## src/rtl/pcn_pkg.sv

```systemverilog
// Package for the per-channel normaliser: widths, register indexes and the
// beat structures handed between stages. No dependencies.
`default_nettype none

package pcn_pkg;

   localparam int SAMPLE_W             = 32;
   localparam int DIFF_W               = SAMPLE_W + 1;
   localparam int STD_W                = 32;
   localparam int PARAM_W              = 64;
   localparam int CHAN_W               = 2;
   localparam int COUNT_REG_W          = 3;
   localparam int PLANE_SIZE_W         = 25;
   localparam int CSR_ADDR_W           = 3;
   localparam int RSP_USER_W           = 4;
   localparam int FRAC_BITS            = 16;
   localparam int DIV_STEPS            = 32;
   localparam int MAX_CHANNELS_DEF     = 4;
   localparam int PLANE_COUNT_BITS_DEF = 24;

   localparam logic [PARAM_W-1:0]  PARAM_RESET = PARAM_W'(65536);
   localparam logic [SAMPLE_W-1:0] SAT_MAX     = {1'b0, {(SAMPLE_W-1){1'b1}}};
   localparam logic [SAMPLE_W-1:0] SAT_MIN     = {1'b1, {(SAMPLE_W-1){1'b0}}};

   typedef enum logic [CSR_ADDR_W-1:0] {
      CSR_LAYOUT     = 3'd0,
      CSR_CHAN_COUNT = 3'd1,
      CSR_PLANE_SIZE = 3'd2,
      CSR_CHAN0      = 3'd3,
      CSR_CHAN1      = 3'd4,
      CSR_CHAN2      = 3'd5,
      CSR_CHAN3      = 3'd6
   } csr_index_type;

   typedef struct packed {
      logic signed [DIFF_W-1:0] diff;
      logic [STD_W-1:0]         sd;
      logic [CHAN_W-1:0]        chan;
      logic                     zero;
   } pcn_front_type;

   typedef struct packed {
      logic [STD_W-1:0]  mag;
      logic [STD_W-1:0]  den;
      logic              neg;
      logic [CHAN_W-1:0] chan;
      logic              zero;
   } pcn_mag_type;

   typedef struct packed {
      logic [STD_W-1:0]  rem;
      logic [STD_W-1:0]  dq;
      logic [STD_W-1:0]  den;
      logic              neg;
      logic              ovf;
      logic [CHAN_W-1:0] chan;
      logic              zero;
   } pcn_div_type;

endpackage

`default_nettype wire

```

## src/rtl/pcn_out.sv

```systemverilog
// Result stage: applies the sign, clamps to 32 bits, flags zero std and
// holds the result beat. Depends on pcn_pkg.
`default_nettype none

module pcn_out (
   input  wire logic                           clock,
   input  wire logic                           reset,
   input  wire logic                           up_valid,
   output logic                                up_ready,
   input  pcn_pkg::pcn_div_type                up_data,
   output logic                                rsp_tvalid,
   input  wire logic                           rsp_tready,
   output logic [pcn_pkg::SAMPLE_W-1:0]        rsp_tdata,
   output logic [pcn_pkg::RSP_USER_W-1:0]      rsp_tuser
);
   import pcn_pkg::*;

   logic                  valid_ff;
   logic [SAMPLE_W-1:0]   value_ff, value_in;
   logic [RSP_USER_W-1:0] user_ff, user_in;
   logic                  sat;

   assign up_ready   = !valid_ff || rsp_tready;
   assign rsp_tvalid = valid_ff;
   assign rsp_tdata  = value_ff;
   assign rsp_tuser  = user_ff;

   always_comb begin
      priority if (up_data.zero) begin
         sat      = 1'b0;
         value_in = '0;
      end else if (up_data.ovf) begin
         sat      = 1'b1;
         value_in = up_data.neg ? SAT_MIN : SAT_MAX;
      end else if (!up_data.neg) begin
         sat      = up_data.dq[SAMPLE_W-1];
         value_in = sat ? SAT_MAX : up_data.dq;
      end else begin
         sat      = up_data.dq[SAMPLE_W-1] && (|up_data.dq[SAMPLE_W-2:0]);
         value_in = sat ? SAT_MIN : (~up_data.dq + SAMPLE_W'(1));
      end
      user_in = {sat, up_data.zero, up_data.chan};
   end

   always_ff @(posedge clock) begin
      if (reset) begin
         valid_ff <= 1'b0;
      end else if (up_ready) begin
         valid_ff <= up_valid;
      end
   end

   always_ff @(posedge clock) begin
      if (up_ready && up_valid) begin
         value_ff <= value_in;
         user_ff  <= user_in;
      end
   end

endmodule

`default_nettype wire

```

## config.mk

```make
export PLATFORM = sky130hd
export DESIGN_NAME = pcn_out
export DESIGN_NICKNAME = d
export VERILOG_FILES = /design/src/rtl/pcn_pkg.sv /design/src/rtl/pcn_out.sv
export SDC_FILE = /design/constraint.sdc
export NUM_CORES = 1
export LEC_CHECK = 0
export ABC_AREA = 1
export BUFFER_PORTS_ARGS = -buffer_cell sky130_fd_sc_hd__buf_2
export CAP_MARGIN = 20
export CELL_PAD_IN_SITES_DETAIL_PLACEMENT = 1
export CELL_PAD_IN_SITES_GLOBAL_PLACEMENT = 1
export CORE_ASPECT_RATIO = 0.75
export CORE_MARGIN = 4
export CORE_UTILIZATION = 34
export DETAILED_ROUTE_END_ITERATION = 12
export PLACE_DENSITY_LB_ADDON = 0.1
export SLEW_MARGIN = 30
export SYNTH_ARGS = -nofsm -noshare
export SYNTH_HDL_FRONTEND = slang
export SYNTH_SLANG_ARGS = --single-unit
```

## constraint.sdc

```tcl
create_clock -name clock -period 4.53 [get_ports clock]
set_input_delay 0.6795 -clock clock [delete_from_list [all_inputs] [get_ports clock]]
set_output_delay 0.6795 -clock clock [all_outputs]
set_load 0.02 [all_outputs]
```

==> results.sh, run 1 <==
export IMPL_area_growth_pct=23.0
export IMPL_p_sw_w=0.000284
export IMPL_first_pass_iters=4
export IMPL_synthCells=367
export IMPL_cp_end_kind="flop"
export IMPL_critPathTopFamily="simple AND/OR/NAND/NOR gates"
export IMPL_routed_wl_mm=8.95
export IMPL_portBuffers=78
export IMPL_clock_sinks=37
export IMPL_synth_area_leader_cell="edfxtp_1"
export IMPL_yosysWarnings=0
export IMPL_vias=2693
export IMPL_worst_ep_required_time_ns=4.62
export IMPL_die_area_um2=9620
export IMPL_swShare_pct=29.2
export IMPL_numCtsBuffers=5
export IMPL_status="finished clean"
export IMPL_path_common_cell="nand2_4"
export IMPL_fmax_mhz=369
export IMPL_place_congestion=0.824
export IMPL_drive_gt1_share_pct=29.2
export IMPL_layout_nets=547
export IMPL_synthFlopType="edfxtp_1"
export IMPL_yosys_cell_count_top_type="nand2_1"
export IMPL_die_w_um=112
export IMPL_relSlewSlack_pct=50.6
export IMPL_cpMaxStageDelayCell="nor2_4"
export IMPL_ys_ff_latch=37
export IMPL_cpPeakStageDelay_ns=0.33
export IMPL_path_buf_inv=2
export IMPL_grt_use_met1_pct=28.7
export IMPL_path_class="in -> reg"
export IMPL_grt_antenna_before_repair=0
export IMPL_seq_area_frac_synth_pct=40.0
export IMPL_use_met2_pct=31.4
export IMPL_finalHoldViolCount=0
export IMPL_synth_avg_cell_area_um2=7.50
export IMPL_place_area_um2=3250
export IMPL_worstPathMaxFanout=18
export IMPL_worst_pin_slew_ns=0.741
export IMPL_maxCapViolations=0
export IMPL_grt_pass1_wl_mm=15.1
export IMPL_final_area_um2=3390
export IMPL_cts_tree="yes"
export IMPL_h_tree_depth=2
export IMPL_cts_resized=0
export IMPL_insertion_delay_ns=0.30
export IMPL_grtUsageTotal_pct=19.9
export IMPL_hold_buffers=0
export IMPL_rows=28
export IMPL_fin_setup_tns_ns=0
export IMPL_synth_edf_count=36
export IMPL_wl_per_cell_um=16.4
export IMPL_pwr_share_comb_pct=20.8
export IMPL_synthArstFlopShare_pct=0
export IMPL_die_h_um=85.9
export IMPL_p_int_w=0.000689
export IMPL_clockBufferDepth=2
export IMPL_fp_coreArea_um2=7880
export IMPL_grt_pass1_vias=2888
export IMPL_hp_class="in -> reg"
export IMPL_via_per_inst=4.92
export IMPL_cts_root_buf="clkbuf_8"
export IMPL_peakVddDrop_mv=0.113
export IMPL_drtIter0Drc=75
export IMPL_globalRouteMet3Util_pct=3.24
export IMPL_grt_busiest_layer="met2"
export IMPL_synthTopCellsByArea="edfxtp_1 39%, nand2_1 13%, nor2_1 7.2%"
export IMPL_clkTransAtPathRegs_ns=0.09
export IMPL_synth_cell_types=27
export IMPL_clkPwrFrac_pct=37.1
export IMPL_syn_area_um2=2750
export IMPL_arrival_ns=2.80
export IMPL_p_leak_nw=1.40
export IMPL_fin_crit_sh_pct=59.8
export IMPL_synth_net_count=473
export IMPL_power_density_nw_per_um2=288
export IMPL_start_kind="input pin"
export IMPL_min_period_ns=2.71
export IMPL_power_frac_seq_pct=42.1
export IMPL_path_cells="buf_2 -> inv_1 -> ha_1 -> nand2_1 -> nor2_4 -> nand2_4 -> o21ai_4 -> nand2_4 -> nor2_8 -> o21ai_0 -> a21oi_1"
export IMPL_grt_max_degree=34
export IMPL_fin_hold_ws_ns=0.528
export IMPL_clock_skew_ns=0.00590
export IMPL_start_util_pct=34.9
export IMPL_drtAntennaViolNets=0
export IMPL_rsz0062_at_grt="no"
export IMPL_grt_overflow=0
export IMPL_dp_hpwl_mm=7.21
export IMPL_synth_top_cell_area_share_pct=39.3
export IMPL_slew_violations=0
export IMPL_post_cts_buffers=0
export IMPL_setup_viol=0
export IMPL_ios=143
export IMPL_remaining_drc_errors=0
export IMPL_diodes=0
export IMPL_ys_top_cells_by_count="95 x nand2_1, 53 x nor2_1, 36 x edfxtp_1"
export IMPL_fin_util_pct=43.0
power groups by stage:
stage | combinational [W] | sequential, W | clock (W)
floorplan | 0.0000888 | 0.000450 | 0
global placement | 0.000197 | 0.000417 | 0
detailed placement | 0.000205 | 0.000418 | 0
CTS | 0.000206 | 0.000410 | 0.000366
global route | 0.000228 | 0.000412 | 0.000382
finish | 0.000203 | 0.000410 | 0.000361
metal layers:
| layer | share of wire (%) | wire [um] | vias to the layer above |
|---|---|---|---|
| met5 | 0 | 0 | - |
| met4 | 0.99 | 89 | 0 |
| met3 | 5.3 | 478 | 10 |
| met2 | 43 | 3880 | 65 |
| met1 | 50 | 4510 | 1254 |
| li1 | - | - | 1364 |
kinds of logic (layout without fill, tap and decap cells):
family | count (synthesis) | in the layout | share of synthesized area [%]
adders and majority gates | 1 | 1 | 0.454
AOI/OAI and AO/OA | 75 | 75 | 15.9
and+or+nand+nor | 203 | 203 | 34.0
xor gates and xnor gates | 11 | 11 | 3.50
DFF | 37 | 37 | 40.0
buffers and inverters | 40 | 115 | 6.18
path summary, 6_finish.rpt:
kind                                  start  depth (start not counted)       endpoint  slack, ns
worst min-delay path                  reset                          2     rsp_tvalid       0.53
worst min register to register   rsp_tvalid                          2     rsp_tvalid       0.56
worst max-delay path            up_data[37]                         11  rsp_tdata[13]       1.82
worst max register to register   rsp_tvalid                          2   rsp_tdata[8]       3.08
cells in the final DEF, fill, tap and decap left out:
cell / Yosys / final
nand2_1: 95 / 95
edfxtp_1: 36 / 36
nor2_1: 53 / 53
buf_16: 0 / 1
nand2_4: 3 / 3
nand2_2: 7 / 7
xnor2_1: 4 / 4
nor2_8: 1 / 1
inv_1: 28 / 27
nor2_2: 6 / 6
nand4_1: 5 / 5
o21ai_0: 34 / 34
or2_2: 4 / 4
o21ai_4: 1 / 1
a21oi_1: 25 / 24
buf_2: 0 / 78
a21oi_4: 0 / 1
clkbuf_8: 0 / 5
nor3_1: 1 / 1
bufinv_16: 0 / 2
nand3_2: 4 / 4
inv_2: 0 / 1
o21bai_1: 5 / 5
xor2_1: 7 / 7
nor2_4: 4 / 4
nand3_1: 20 / 20
inv_6: 0 / 1
ha_1: 1 / 1
dfxtp_1: 1 / 1
a21oi_2: 10 / 10
layout make-up:
class,count,area (um^2)
fillers,1028,4500
multi-input cells,290,1490
flip-flops and latches,37,1100
repair buffers,79,418
well taps,105,131
inverters,28,105
clock buffers,5,68.8
clock inverters,3,68.8
state kept, by name, summed over array words and instances, names as in the netlist:
name        cells
rsp_tvalid      1
rsp_tuser       4
rsp_tdata      32
through the flow:
step / setup slack, ns / power, W / cells
after detailed placement: 1.51 / 0.000623 / 539
final: 1.82 / 0.000974 / 547
after CTS: 1.81 / 0.000982 / 547
after floorplan: 1.60 / 0.000539 / 367
after global placement: 1.56 / 0.000613 / 538
after global routing: 1.60 / 0.00102 / 547
Note: power is estimated with default switching activity, not from simulation.
==> inputs of run 2 (changes only) <==
Settings changed: CORE_UTILIZATION 34 to 31.
Clock period 4.53 ns to 2.5 ns, I/O delays scaled along.
==> run 2 against run 1 <==
  * Worst hold slack worse by 0.29 ns
  * Sequential power is 81% higher
  * Non-clock buffer count is 12 higher
  * Register-to-register slack worse by 1.9 ns
  * Largest cell class unchanged
  * Setup slack worse by 1.3 ns
  * Clock skew is 0.0016 ns lower
  * Via count is 1.7% higher
  * Count of clock-buffer cells in the layout is 1 higher
  * Utilization is 2.4 points lower
  * Design area is 2.6% higher
==> results.sh, run 2 (synthesis results as in run 1) <==
export IMPL_peakVddDrop_mv=0.240
export IMPL_wl_per_cell_um=16.2
export IMPL_dp_worst_setup_slack_ns=0.211
export IMPL_critPathTopFamily="simple AND/OR/NAND/NOR gates"
export IMPL_place_area_um2=3320
export IMPL_h_tree_depth=2
export IMPL_clock_skew_ns=0.00432
export IMPL_hp_class="in -> reg"
export IMPL_grt_pass1_vias=2812
export IMPL_r2r_end="rsp_tdata[9]"
export IMPL_worst_pin_slew_ns=0.613
export IMPL_dp_hpwl_mm=7.52
export IMPL_start_util_pct=32.2
export IMPL_reg2reg_slack_ns=1.21
export IMPL_mostFrequentLayoutCell="nand2_1"
export IMPL_place_congestion=0.874
export IMPL_grt_max_degree=37
export IMPL_area_growth_pct=26.2
export IMPL_path_class="in -> reg"
export IMPL_layout_nets=559
export IMPL_crit_end="rsp_tdata[13]"
export IMPL_worst_ep_required_time_ns=2.65
export IMPL_finalHoldViolCount=0
export IMPL_slew_violations=0
export IMPL_clockBufferDepth=2
export IMPL_grt_overflow=0
export IMPL_ff_latch_area_um2=1100
export IMPL_fmax_mhz=498
export IMPL_final_area_um2=3480
export IMPL_relSlewSlack_pct=59.1
export IMPL_grtUsageTotal_pct=18.4
export IMPL_cp_depth=12
export IMPL_cts_resized=0
export IMPL_first_pass_iters=4
export IMPL_vias=2740
export IMPL_fin_crit_sh_pct=80.3
export IMPL_r2r_cells=2
export IMPL_drtIter0Drc=123
export IMPL_grt_antenna_before_repair=0
export IMPL_rows=29
export IMPL_path_buf_inv=3
export IMPL_via_per_inst=4.88
export IMPL_routed_wl_mm=9.11
export IMPL_cpPeakStageDelay_ns=0.22
export IMPL_remaining_drc_errors=0
export IMPL_multi_input_area_um2=1490
export IMPL_cts_tree="yes"
export IMPL_drtAntennaViolNets=0
export IMPL_p_leak_nw=1.47
export IMPL_die_w_um=117
export IMPL_post_cts_buffers=0
export IMPL_numCtsBuffers=5
export IMPL_timing_rr_start="rsp_tvalid"
export IMPL_portBuffers=78
export IMPL_most_common_layout_cells="95 x nand2_1, 78 x buf_2, 53 x nor2_1"
export IMPL_setup_viol=0
export IMPL_cp_end_kind="flop"
export IMPL_worstSetupStartpoint="up_data[37]"
export IMPL_start_kind="input pin"
export IMPL_cpMaxStageDelayCell="nor2_8"
export IMPL_status="finished clean"
export IMPL_diodes=0
export IMPL_maxCapViolations=0
export IMPL_largest_register_ffs=32
export IMPL_insertion_delay_ns=0.28
export IMPL_path_common_cell="nand2_4"
export IMPL_clock_sinks=37
export IMPL_grt_pass1_wl_mm=14.7
export IMPL_clkTransAtPathRegs_ns=0.06
export IMPL_fin_setup_tns_ns=0
export IMPL_fillerInstances=1101
export IMPL_postLayoutSetupSlackWorst_ns=0.493
export IMPL_arrival_ns=2.15
export IMPL_power_density_nw_per_um2=510
export IMPL_drive_gt1_share_pct=30.8
export IMPL_fin_util_pct=40.6
export IMPL_ios=143
export IMPL_fp_coreArea_um2=8560
export IMPL_rsz0062_at_grt="no"
export IMPL_path_cells="buf_2 -> inv_1 -> ha_1 -> nand2_1 -> nor2_4 -> nand2_4 -> o21ai_4 -> nand2_4 -> nor2_8 -> o21ai_0 -> a21oi_1 -> buf_4"
export IMPL_cts_root_buf="clkbuf_16"
export IMPL_die_h_um=89.6
export IMPL_hold_buffers=0
export IMPL_worstPathMaxFanout=13
export IMPL_die_area_um2=10500
export IMPL_min_period_ns=2.01
[run 2: cell types whose count changed in the layout (fill, tap and decap cells not counted)]
cell,delta
buf_4,+13
inv_6,-1
inv_2,-1
clkbuf_16,+5
buf_16,-1
clkinv_4,+1
bufinv_16,-2
clkbuf_8,-4
clkinv_2,+1
inv_1,+1
[run 2: routing by layer]
layer	vias up	track usage [%]	wire, um
met2	54	27.8	3810
met3	4	2.95	408
met5	-	0	0
li1	1386	-	-
met1	1296	28.0	4830
met4	0	3.13	58
[run 2: worst min-delay path by stage]
stage	startpoint	to	slack, ns	cells past startpoint
finish	reset	rsp_tvalid	0.24	2
global route	reset	rsp_tvalid	0.23	2
CTS	reset	rsp_tvalid	0.23	2
detailed placement	rsp_tvalid	rsp_tvalid	0.53	2
global placement	rsp_tvalid	rsp_tvalid	0.51	2
floorplan	reset	rsp_tvalid	0.44	1
[run 2: area by class of cell]
type                       count  share of cell area, %
multi-input combinational    290                   43.0
sequential                    37                   31.7
timing repair buffer          91                   14.0
clock buffer                   6                   4.00
tap                          108                   3.89
inverter                      28                   3.02
clock inverter                 2                  0.396
[run 2: report_power, final]
part / switching (W) / internal (W)
Sequential: 0.0000101 / 0.000733
Combinational: 0.000253 / 0.000121
Clock: 0.000259 / 0.000397
[run 2: per-stage QoR]
| step | std cells | power, W | hold slack [ns] |
|---|---|---|---|
| after floorplan | 367 | 0.000976 | 0.444 |
| after global placement | 554 | 0.00113 | 0.513 |
| after detailed placement | 554 | 0.00113 | 0.525 |
| after CTS | 562 | 0.00179 | 0.234 |
| after global routing | 562 | 0.00187 | 0.233 |
| final | 562 | 0.00177 | 0.238 |
==> inputs of run 3 (changes only) <==
Settings changed: CORE_UTILIZATION 31 to 28.
Clock period 2.5 ns to 1.7 ns, I/O delays scaled along.
==> run 3 against run 2 <==
  * First-iteration DRC count down 7.3%
  * Worst hold slack worse by 0.12 ns
  * Final cell count up 17%
  * Global-route usage is 0.50 points higher
  * Clock skew is 0.0046 ns higher
  * Clock power is 42% higher
  * Sequential cell count stayed put
  * Routed wire length rose by 12%
  * Via count grew 11%
  * Non-clock buffer count rose by 71
  * Sequential share of layout area decreased by 5.2 points
  * Combinational power increased by 81%
  * Critical endpoint is now rsp_tdata[11]
==> results.sh, run 3 (synthesis results as in run 1) <==
export IMPL_status="finished clean"
export IMPL_drive_gt1_share_pct=44.9
export IMPL_clockBufferDepth=2
export IMPL_path_class="in -> reg"
export IMPL_routed_wl_mm=10.2
export IMPL_rows=31
export IMPL_wl_met1_mm=5.19
export IMPL_fin_util_pct=43.2
export IMPL_vias=3030
export IMPL_grt_max_degree=37
export IMPL_maxCapViolations=0
export IMPL_start_util_pct=28.6
export IMPL_wl_met2_mm=4.35
export IMPL_grt_overflow=0
export IMPL_fillerInstances=1250
export IMPL_grt_pass1_vias=3171
export IMPL_most_common_layout_cells="90 x nand2_1, 80 x buf_4, 78 x buf_2"
export IMPL_setup_viol=0
export IMPL_clock_skew_ns=0.00894
export IMPL_layout_nets=631
export IMPL_die_area_um2=11500
export IMPL_highest_layer="met4"
export IMPL_die_w_um=123
export IMPL_drtAntennaViolNets=0
export IMPL_remaining_drc_errors=0
export IMPL_hp_class="in -> reg"
export IMPL_clkTransAtPathRegs_ns=0.06
export IMPL_instances_no_fill=658
export IMPL_grt_antenna_before_repair=0
export IMPL_wl_per_cell_um=15.5
export IMPL_clock_sinks=37
export IMPL_grtUsageTotal_pct=18.9
export IMPL_place_area_um2=3920
export IMPL_fin_crit_sh_pct=92.7
export IMPL_peakVddDrop_mv=0.452
export IMPL_min_period_ns=1.58
export IMPL_route_met3_wl_um=572
export IMPL_fp_coreArea_um2=9620
export IMPL_via_per_inst=4.60
export IMPL_slew_violations=0
export IMPL_finalHoldViolCount=0
export IMPL_arrival_ns=1.67
export IMPL_hold_buffers=0
export IMPL_reg2reg_slack_ns=0.62
export IMPL_cts_root_buf="clkbuf_16"
export IMPL_diodes=0
export IMPL_worst_ep_required_time_ns=1.79
export IMPL_start_kind="input pin"
export IMPL_portBuffers=78
export IMPL_worstPathMaxFanout=6
export IMPL_largest_register_ffs=32
export IMPL_h_tree_depth=2
export IMPL_cp_end_kind="flop"
export IMPL_numCtsBuffers=5
export IMPL_dp_cells=648
export IMPL_fin_setup_tns_ns=0
export IMPL_drtIter0Drc=114
export IMPL_fin_hold_ws_ns=0.113
export IMPL_area_growth_pct=50.9
export IMPL_insertion_delay_ns=0.29
export IMPL_relSlewSlack_pct=68.5
export IMPL_fmax_mhz=634
export IMPL_mostFrequentLayoutCell="nand2_1"
export IMPL_worst_pin_slew_ns=0.473
export IMPL_final_area_um2=4160
export IMPL_cts_tree="yes"
export IMPL_dp_hpwl_mm=8.49
export IMPL_ios=143
export IMPL_grt_pass1_wl_mm=16.7
export IMPL_power_density_nw_per_um2=650
export IMPL_p_leak_nw=1.83
export IMPL_die_h_um=93.9
export IMPL_first_pass_iters=4
export IMPL_place_congestion=0.864
==> run 3: worst max-delay path, stage by stage <==
cell,delay (ns)
buf_2,0.10
inv_1,0.08
ha_2,0.20
nand2_2,0.09
nor2_4,0.12
nand2_4,0.08
o21ai_4,0.17
nand2_4,0.09
nor2_8,0.13
nand3_1,0.08
a21oi_1,0.25
==> run 3: path summary, 6_finish.rpt <==
| path | start | end | cells after the start |
|---|---|---|---|
| max reg2reg | rsp_tvalid | rsp_tdata[10] | 2 |
| min | reset | rsp_tvalid | 2 |
| min reg2reg | rsp_tvalid | rsp_tvalid | 2 |
| max | up_data[38] | rsp_tdata[11] | 11 |
==> run 3: stage by stage <==
stage | setup WS [ns] | total power [W]
after floorplan | 0.0282 | 0.00144
final | 0.124 | 0.00270
after global placement | -0.267 | 0.00177
after global routing | -0.000768 | 0.00287
after detailed placement | -0.300 | 0.00178
after CTS | 0.00960 | 0.00273
==> run 3: where the power goes <==
part	switching, W	internal, W	total, W
Sequential	0.0000149	0.00108	0.00109
Clock	0.000394	0.000538	0.000932
Combinational	0.000410	0.000268	0.000678
Total	0.000820	0.00188	0.00270
==> run 3: layer usage <==
| metal | vias up | track usage [%] |
|---|---|---|
| met3 | 7 | 3.55 |
| met1 | 1431 | 27.9 |
| met2 | 61 | 28.6 |
| met4 | 0 | 3.91 |
| li1 | 1531 | - |
| met5 | - | 0 |
==> run 3: layout make-up <==
| cell class | count | area (um^2) | area share, % |
|---|---|---|---|
| multi-input combinational | 291 | 1580 | 38.0 |
| sequential | 37 | 1100 | 26.5 |
| timing repair buffer | 162 | 1060 | 25.6 |
| tap | 132 | 165 | 3.97 |
| clock buffer | 5 | 125 | 3.01 |
| inverter | 28 | 105 | 2.53 |
| clock inverter | 3 | 17.5 | 0.421 |
==> run 3: repair_timing <==
| action | 4_1_cts | 5_1_grt |
|---|---|---|
| gates resized for setup | 0 | 28 |
| hold endpoints to repair | 0 | 0 |
| gates cloned | 1 | 0 |
| endpoints found under the setup margin | 1 | 30 |
| setup buffers | 0 | 1 |
| pin swaps | 2 | 7 |
